### config.mk
export PLATFORM = sky130hd
export DESIGN_NAME = lpld_table_ram
export DESIGN_NICKNAME = d
export VERILOG_FILES = /design/src/sv/lpld_pkg.sv /design/src/sv/lpld_table_ram.sv
export SDC_FILE = /design/constraint.sdc
export NUM_CORES = 2
export LEC_CHECK = 0
export BUFFER_PORTS_ARGS = -buffer_cell sky130_fd_sc_hd__buf_2
export CAP_MARGIN = 10
export CORE_ASPECT_RATIO = 2
export CORE_UTILIZATION = 35
export CTS_BUF_LIST = sky130_fd_sc_hd__clkbuf_4
export DETAILED_ROUTE_END_ITERATION = 10
export SLEW_MARGIN = 10
export SYNTH_ARGS = -nofsm -noshare
export SYNTH_HDL_FRONTEND = slang
export SYNTH_SLANG_ARGS = --single-unit
### constraint.sdc
create_clock -name i_clk -period 5.9 [get_ports i_clk]
set_clock_uncertainty 0.05 [all_clocks]
set_input_delay 1.18 -clock i_clk [delete_from_list [all_inputs] [get_ports i_clk]]
set_output_delay 1.18 -clock i_clk [all_outputs]
set_load 0.02 [all_outputs]
### src/sv/lpld_pkg.sv
// Shared types and constants for the piecewise-linear distance lookup.
// Used by the table RAM, the serial divider and the top level.
package lpld_pkg;

    localparam int IDX_W      = 6;
    localparam int LEN_W      = 7;
    localparam int LEVEL_W    = 32;
    localparam int DIST_W     = 16;
    localparam int QUAL_W     = 8;
    localparam int DIVIDEND_W = LEVEL_W + DIST_W;
    localparam int SUM_W      = DIVIDEND_W + 1;
    localparam int CNT_W      = $clog2(DIVIDEND_W);

    localparam logic OP_WRITE   = 1'b0;
    localparam logic OP_CONVERT = 1'b1;

    localparam logic [QUAL_W-1:0] EMPTY_QUAL = 8'd3;
    localparam logic [DIST_W-1:0] DIST_MAX   = 16'hFFFF;

    typedef struct packed {
        logic [LEVEL_W-1:0] level;
        logic [DIST_W-1:0]  distance;
        logic [QUAL_W-1:0]  qual;
    } t_entry;

    typedef struct packed {
        logic                  start;
        logic [DIVIDEND_W-1:0] dividend;
        logic [LEVEL_W-1:0]    divisor;
    } t_div_req;

    typedef struct packed {
        logic                  done;
        logic [DIVIDEND_W-1:0] quotient;
    } t_div_rsp;

endpackage

### src/sv/lpld_table_ram.sv
// Calibration table storage: one write port, one registered read port.
// Depends on lpld_pkg for the entry type.
module lpld_table_ram import lpld_pkg::*; #(
    parameter int DEPTH = 64,
    parameter int AW    = 6
) (
    input  logic          i_clk,
    input  logic          i_we,
    input  logic [AW-1:0] i_waddr,
    input  t_entry        i_wdata,
    input  logic          i_re,
    input  logic [AW-1:0] i_raddr,
    output t_entry        o_rdata
);

    t_entry r_mem [DEPTH];
    t_entry r_rdata;

    always_ff @(posedge i_clk) begin
        if (i_we) begin
            r_mem[i_waddr] <= i_wdata;
        end
        if (i_re) begin
            r_rdata <= r_mem[i_raddr];
        end
    end

    assign o_rdata = r_rdata;

endmodule

==> run metrics <==
core area 0.3912 mm^2; Netlist cell types 46; Die X 445.3 um; Starting Density 35.16%; DRC 0; synthesized instance count 5,949; Fillers 34,880; fin. max-slew vios 0; Cell Rows 325; length of routed met3 wiring 23,630 um; # nets final 6,827; Worst-Skew Late Latency 1.39 ns; fmax 286.3 MHz; RD Place Congestion 0.8081; via/cell ratio 5.479; root buf cell clkbuf_4; Critical Path RT 4.67 ns; most common cell after layout, fill and taps aside edfxtp_1; # setup viols final 0; Worst Hold Class primary input to flop; setup_tns 0 ns; I/O pin total 127; Seq cells post-synth 3,640; Peak VDD IR 0.1855 mV; area share of the largest cell type after synthesis 79.47%; Post-Syn Area 0.1375 mm^2; Vert. Die Dim 888.6 um; number of synthesized flops with an enable pin 3,640; Crit Path Max Fanout 1; CP max stage cell edfxtp_1; fin crit period 3.492 ns; DR WL/cell 32.17 um; Synth area leader edfxtp_1; wl on met1 132,700 um; Pwr Density 318.1 mW/mm^2; CTS sink count 3,640; largest net degree at the start of global routing 122; clock slew at reported path FFs 0.09 ns; Syn Nets 6,020; first-pass GRT wire length 556,500 um; post-synthesis sequential area ratio 79.47%; CTS H-tree lvls 6; Area Overhead vs Synth 12.85%; Synth Flop Type edfxtp_1; MaxCap Viol Count 0; crit-path cells buf_2; fraction of registers with async set or reset after synthesis 0%; HPWL after detailed placement 236,500 um; critical path type flop to output port; Post-CTS Repair Setup Buffers 0; routed wire length 403,600 um; Tcrit/Tclk final 59.19%; critical path buffer and inverter count 1; Area contributors post-synth edfxtp_1 (79%), mux4_2 (13%), mux2i_1 (1.6%); Clock Tree Buf Depth 4; unrepaired setup endpoints after global routing no; LEAKAGE 0.04830 uW; Slew @ Worst Pin 1.311 ns; DR pass1 iterations 6; total grt overflow 0; Worst setup SP type flop; Arr. time, crit path 2.26 ns; CP endpoint kind output port; antenna violations before repair 37; most frequent cells in the layout edfxtp_1 (3,640), clkbuf_4 (1,000), mux4_2 (803); worst hold margin 0.3565 ns; CTS tree yes; Hold Violations, Final 0; Mean Syn Cell Area 23.12 um^2; CTS Buf Count 736; die area 0.3956 mm^2; Top Layer Used met5; status finished, final reports clean; PortBufs 126; hold_buf cts 0; Iteration-0 DRC Markers 6,232; Slew HR 12.42%; Resize count post-CTS 0; Antenna Nets Post-Route 0; CP top delay family flip-flops; GRT Total Usage 20.06%; met2 wire len 223,200 um; fraction of layout cells with a size suffix above 1 33.18%; max incr delay on CP 0.66 ns; vias in the first global route 73,110; DR vias 68,750; Ys Warns 0
through the flow:
step                utilization, %  setup slack, ns  instances  power, uW  cell area (um^2)
floorplan                        -           0.9770       5949      30680            137600
global placement             37.35            1.045      11250      31860            146100
detailed placement           37.36            1.233      11250      31920            146100
CTS                          39.66            2.180      12520      49850            155200
global route                 39.67            2.338      12540      50940            155200
finish                       39.68            2.408      12550      49370            155200
layout make-up:
type	instances	area [um^2]	area share (%)
Multi-Input combinational cell	1966	26870	17.31
Antenna cell	25	62.56	0.04030
Tap cell	5232	6546	4.217
Inverter	1	8.758	0.005642
Timing Repair Buffer	411	3413	2.199
Clock buffer	1000	7507	4.836
Sequential cell	3640	109300	70.42
Clock inverter	272	1511	0.9737
registers in the layout, indices dropped and copies added, names as in the netlist:
name     count
r_mem     3584
o_rdata     56
final timing paths:
kind | cells after the start | to | slack [ns] | from
setup reg to reg | 5 | o_rdata[6]$_DFFE_PP_ | 3.49 | r_mem[13][6]$_DFFE_PP_
setup / recovery | 1 | o_rdata[9] | 2.41 | o_rdata[9]$_DFFE_PP_
hold reg to reg | 4 | o_rdata[3]$_DFFE_PP_ | 0.83 | r_mem[58][3]$_DFFE_PP_
hold / removal | 1 | r_mem[9][21]$_DFFE_PP_ | 0.36 | i_wdata[21]
routing by layer:
layer,vias to the layer above,track usage (%)
li1,27730,-
met3,948,3.007
met5,-,0
met1,36990,21.09
met2,3062,37.72
met4,18,11.38
Yosys cell counts, types with 19 or more instances:
cell      number
a211oi_1      37
a22oi_1       73
a311oi_1      21
buf_2        104
buf_4         68
buf_6         30
clkbuf_1     122
edfxtp_1    3640
mux2_2        31
mux2i_1      217
mux4_2       803
nand2_1       75
nand3_1       29
nand4_1       22
nor2_1        89
nor4_1        35
o21a_1        33
o21ai_0       40
o21ai_1       19
o221ai_1      57
o22ai_1      252
where the power goes:
part	switching [uW]	total (uW)	internal, uW
clock network	9540	18100	8530
logic	1660	2540	883
registers	99.3	28800	28700
total	11300	49400	38100
cell families after synthesis:
logic type / synth area share, %
simple gates: 1.163
compound gates: 2.982
flops: 79.47
mux: 14.98
buf+inv: 1.405
(Power assumes the default switching activity.)
