File: src/sv/lpld_pkg.sv
// Shared types and constants for the piecewise-linear distance lookup.
// Used by the table RAM, the serial divider and the top level.
package lpld_pkg;

    localparam int IDX_W      = 6;
    localparam int LEN_W      = 7;
    localparam int LEVEL_W    = 32;
    localparam int DIST_W     = 16;
    localparam int QUAL_W     = 8;
    localparam int DIVIDEND_W = LEVEL_W + DIST_W;
    localparam int SUM_W      = DIVIDEND_W + 1;
    localparam int CNT_W      = $clog2(DIVIDEND_W);

    localparam logic OP_WRITE   = 1'b0;
    localparam logic OP_CONVERT = 1'b1;

    localparam logic [QUAL_W-1:0] EMPTY_QUAL = 8'd3;
    localparam logic [DIST_W-1:0] DIST_MAX   = 16'hFFFF;

    typedef struct packed {
        logic [LEVEL_W-1:0] level;
        logic [DIST_W-1:0]  distance;
        logic [QUAL_W-1:0]  qual;
    } t_entry;

    typedef struct packed {
        logic                  start;
        logic [DIVIDEND_W-1:0] dividend;
        logic [LEVEL_W-1:0]    divisor;
    } t_div_req;

    typedef struct packed {
        logic                  done;
        logic [DIVIDEND_W-1:0] quotient;
    } t_div_rsp;

endpackage

File: src/sv/lpld_div.sv
// Restoring unsigned divider, one quotient bit per cycle.
// Depends on lpld_pkg for widths and the request/response structs.
module lpld_div import lpld_pkg::*; (
    input  logic     i_clk,
    input  logic     i_rst_n,
    input  t_div_req i_req,
    output t_div_rsp o_rsp
);

    logic                  r_busy;
    logic                  r_done;
    logic [CNT_W-1:0]      r_cnt;
    logic [DIVIDEND_W-1:0] r_quo;
    logic [LEVEL_W-1:0]    r_rem;
    logic [LEVEL_W-1:0]    r_dvs;

    logic [LEVEL_W:0]      rem_sh;
    logic [LEVEL_W:0]      rem_sub;
    logic                  q_bit;

    assign rem_sh  = {r_rem, r_quo[DIVIDEND_W-1]};
    assign q_bit   = rem_sh >= {1'b0, r_dvs};
    assign rem_sub = q_bit ? (rem_sh - {1'b0, r_dvs}) : rem_sh;

    always_ff @(posedge i_clk) begin
        if (!i_rst_n) begin
            r_busy <= 1'b0;
            r_done <= 1'b0;
            r_cnt  <= '0;
        end else begin
            r_done <= 1'b0;
            if (i_req.start) begin
                r_busy <= 1'b1;
                r_cnt  <= '0;
            end else if (r_busy) begin
                r_cnt <= r_cnt + 1'b1;
                if (r_cnt == CNT_W'(DIVIDEND_W - 1)) begin
                    r_busy <= 1'b0;
                    r_done <= 1'b1;
                end
            end
        end
    end

    always_ff @(posedge i_clk) begin
        if (i_req.start) begin
            r_quo <= i_req.dividend;
            r_rem <= '0;
            r_dvs <= i_req.divisor;
        end else if (r_busy) begin
            r_quo <= {r_quo[DIVIDEND_W-2:0], q_bit};
            r_rem <= rem_sub[LEVEL_W-1:0];
        end
    end

    assign o_rsp.done     = r_done;
    assign o_rsp.quotient = r_quo;

endmodule
File: config.mk
export PLATFORM = sky130hd
export DESIGN_NAME = lpld_div
export DESIGN_NICKNAME = d
export VERILOG_FILES = /design/src/sv/lpld_pkg.sv /design/src/sv/lpld_div.sv
export SDC_FILE = /design/constraint.sdc
export NUM_CORES = 1
export LEC_CHECK = 0
export BUFFER_PORTS_ARGS = -buffer_cell sky130_fd_sc_hd__buf_2
export CORE_UTILIZATION = 51
export CTS_CLUSTER_DIAMETER = 50
export DETAILED_ROUTE_END_ITERATION = 12
export PLACE_DENSITY = 0.78
export SLEW_MARGIN = 25
export SYNTH_ARGS = -nofsm -noshare
export SYNTH_HDL_FRONTEND = slang
export SYNTH_SLANG_ARGS = --single-unit
File: constraint.sdc
create_clock -name i_clk -period 2.61 [get_ports i_clk]
set_input_delay 0.261 -clock i_clk [delete_from_list [all_inputs] [get_ports i_clk]]
set_output_delay 0.261 -clock i_clk [all_outputs]
set_load 0.02 [all_outputs]
==> impl_metrics.toml <==
[setup_path]
critPathBufInv = 3
slowest_stage = "edfxtp_1"
crit_top_cell = "o2111ai_2"
path_delay_family = "compound AO/OA/AOI/OAI gates"
worstPathArrival_ns = 3.02
path_class = "reg -> reg"
cp-startpoint = "r_dvs[1]"
slowest_delay_ns = 0.36
r2r_start = "r_dvs[1]"
cp-start-kind = "flip-flop"
critPathMaxFanout = 20
endpoint_kind = "flip-flop"
critical_path.cell_chain = "inv_1, ha_4, nor2b_4, o2111ai_2, a211oi_2, or2_4, a41oi_4, buf_6, o21ai_4, buf_12, o2111ai_2, a311oi_2"
worstPathRequired_ns = 2.94

[drt]
drtIter0Drc = 394
vias_per_cell = 5.69
avgRoutedWirePerCell_um = 18.0
antenna_left = 0
route.detailed.drc = 0
routed_wl_um = 18800
via_count = 5953
firstDrtPassIters = 5

[floorplan]
die_w_um = 117
die_h_um = 117
die_area_um2 = 13700
initial_core_util = 0.529
io_pins = 132
row_count = 41
core_um2 = 12800

[status]
status = "complete, but fails checks"
failed_checks = "setup timing"

[placement]
place_area_um2 = 8060
placedCellCount = 980
io_buffers = 131
globalplace.congestion = 0.944
place_hpwl_um = 12400
pre_cts_ws_ns = -0.279

[power]
irDropWorstVdd_mv = 0.597
p_leak_uw = 0.00394
powerDensity_nw_per_um2 = 647
total_power_uw = 6110

[synthesis]
yosys.area_share.simple = 0.120
synth_compound_area_frac = 0.160
ys_seq_area_frac = 0.474
postSynthCellCount = 636
yosys.area.top_type = "edfxtp_1"
netlist_top_cells_area = "edfxtp_1 36%, dfxtp_1 12%, mux2_2 8.2%"
syn_area_um2 = 6760
synth-xor-area-share = 0.0337
synth_top_family_by_area = "compound AO/OA/AOI/OAI gates"
netlist_top_cells_count = "80 x edfxtp_1, 63 x nand2_1, 49 x mux2_2"
async_flop_share = 0
yosysWarnings = 0
synth_edf_count = 80
synthMuxAreaShare = 0.0994
synth_area_per_cell_um2 = 10.6
synth_top_area_frac = 0.355
synth_adder_area_share = 0.0640
ys.flop_type = "edfxtp_1"
yosysMostFrequentCell = "edfxtp_1"
synth_cell_type_count = 61
ys_ff_latch = 120
synth_nets = 753

[sta]
fin_skew_ns = 0.0136
fin_crit_ns = 2.70
layout_setup_ws_ns = -0.0850
setup_viol = 11
max_freq_ghz = 0.371
finalHoldViolCount = 0
whs_ns = 0.00783
tightest_slew_ns = 0.733
relSlewSlack = 0.510
period_share = 1.03
rsz0062_at_grt = "true"
drv_slew = 0

[clock_network]
cts_tree = "built"
clkTransAtPathRegs_ns = 0.06
htree_levels = 4
cts_root_buf = "clkbuf_16"
cts_sinks = 120
clk-insertion-delay-late_ns = 0.44
clockBufferDepth = 2
cts_buffers = 17

[grt]
track_usage = 0.277
first_global_vias = 5939
antenna_found_initial = 0
gr-total-overflow = 0
grt_pass1_wl_um = 28600
grt_max_degree = 42

[layout]
fin_cells = 1046
final_area_um2 = 9450
fillers = 828
syn_to_final_growth_pct = 39.8
nets = 977
drive_above_1_share = 0.432

[worst_hold_path]
hold_path_class = "in -> reg"
min_from = "i_req[28]"

[flow_run]
drv_cap = 0
[per-layer routing]
metal / up-vias / GRT usage / part of all wire
li1: 2809 / - / -
met1: 2869 / 0.322 / 0.40
met2: 230 / 0.469 / 0.51
met3: 45 / 0.0855 / 0.065
met4: 0 / 0.129 / 0.026
met5: - / 0 / 0
[state kept, by name, indices dropped and copies added (netlist names)]
| register | cells |
|---|---|
| r_rem | 32 |
| r_dvs | 32 |
| r_done | 1 |
| r_quo | 48 |
| r_cnt | 6 |
| r_busy | 1 |
[through the flow]
stage / TNS [ns] / utilization
2_1_floorplan: -0.247 / -
3_3_place_gp: -0.383 / 0.631
3_5_place_dp: -2.10 / 0.631
4_1_cts: -0.174 / 0.710
5_1_grt: -2.82 / 0.740
6_report: -0.332 / 0.740
[cell families after synthesis]
kind of cell | after synthesis
AND/OR/NAND/NOR | 175
AO/OA/AOI/OAI | 143
flip-flops | 120
buffers and inverters | 77
multiplexers | 61
adder cells (fa/ha/maj) | 34
XOR/XNOR | 26
[final timing paths]
| check | to | slack, ns | depth (start not counted) |
|---|---|---|---|
| min reg2reg | r_rem[2] | 0.48 | 2 |
| max reg2reg | r_rem[19] | -0.09 | 12 |
| min | r_dvs[28] | 0.008 | 1 |
| max | r_rem[19] | -0.09 | 12 |
[layout make-up]
cell class	count	area [um^2]	share of cell area
diodes	1	2.50	0.000265
clock buffers	19	443	0.0469
clock inverters	13	193	0.0204
inverters	45	169	0.0179
multi-input cells	439	3640	0.385
flip-flops and latches	120	3200	0.339
well taps	172	215	0.0228
repair buffers	237	1590	0.168
[report_power, final]
group | switching [uW] | total, uW | internal (uW) | leakage, uW
combinational | 693 | 1290 | 592 | 0.00252
clock | 906 | 2540 | 1630 | 0.000305
sequential | 87.7 | 2290 | 2200 | 0.00112
[cell usage in the layout, fill, tap and decap left out, types with 9 or more instances in the layout]
master,n
nand2_1,57
ha_1,21
edfxtp_1,80
o21ai_1,15
ha_4,9
o21ai_0,9
clkbuf_16,18
nor2_1,44
xor2_1,9
a21oi_1,24
mux2_2,48
nand4_1,9
buf_4,79
xnor2_1,17
dfxtp_1,40
dlygate4sd3_1,16
buf_2,130
nand3_1,12
mux2i_1,12
inv_1,41
a311oi_2,13
[what timing repair did]
item,CTS,global route
buffers inserted,5,11
gates resized for setup,36,59
endpoints found under the hold margin,15,1
hold buffers,15,1
endpoints found under the setup margin,31,33
cloned,1,1
pin swaps,5,30
No activity file was read; power rests on OpenSTA's default activity.
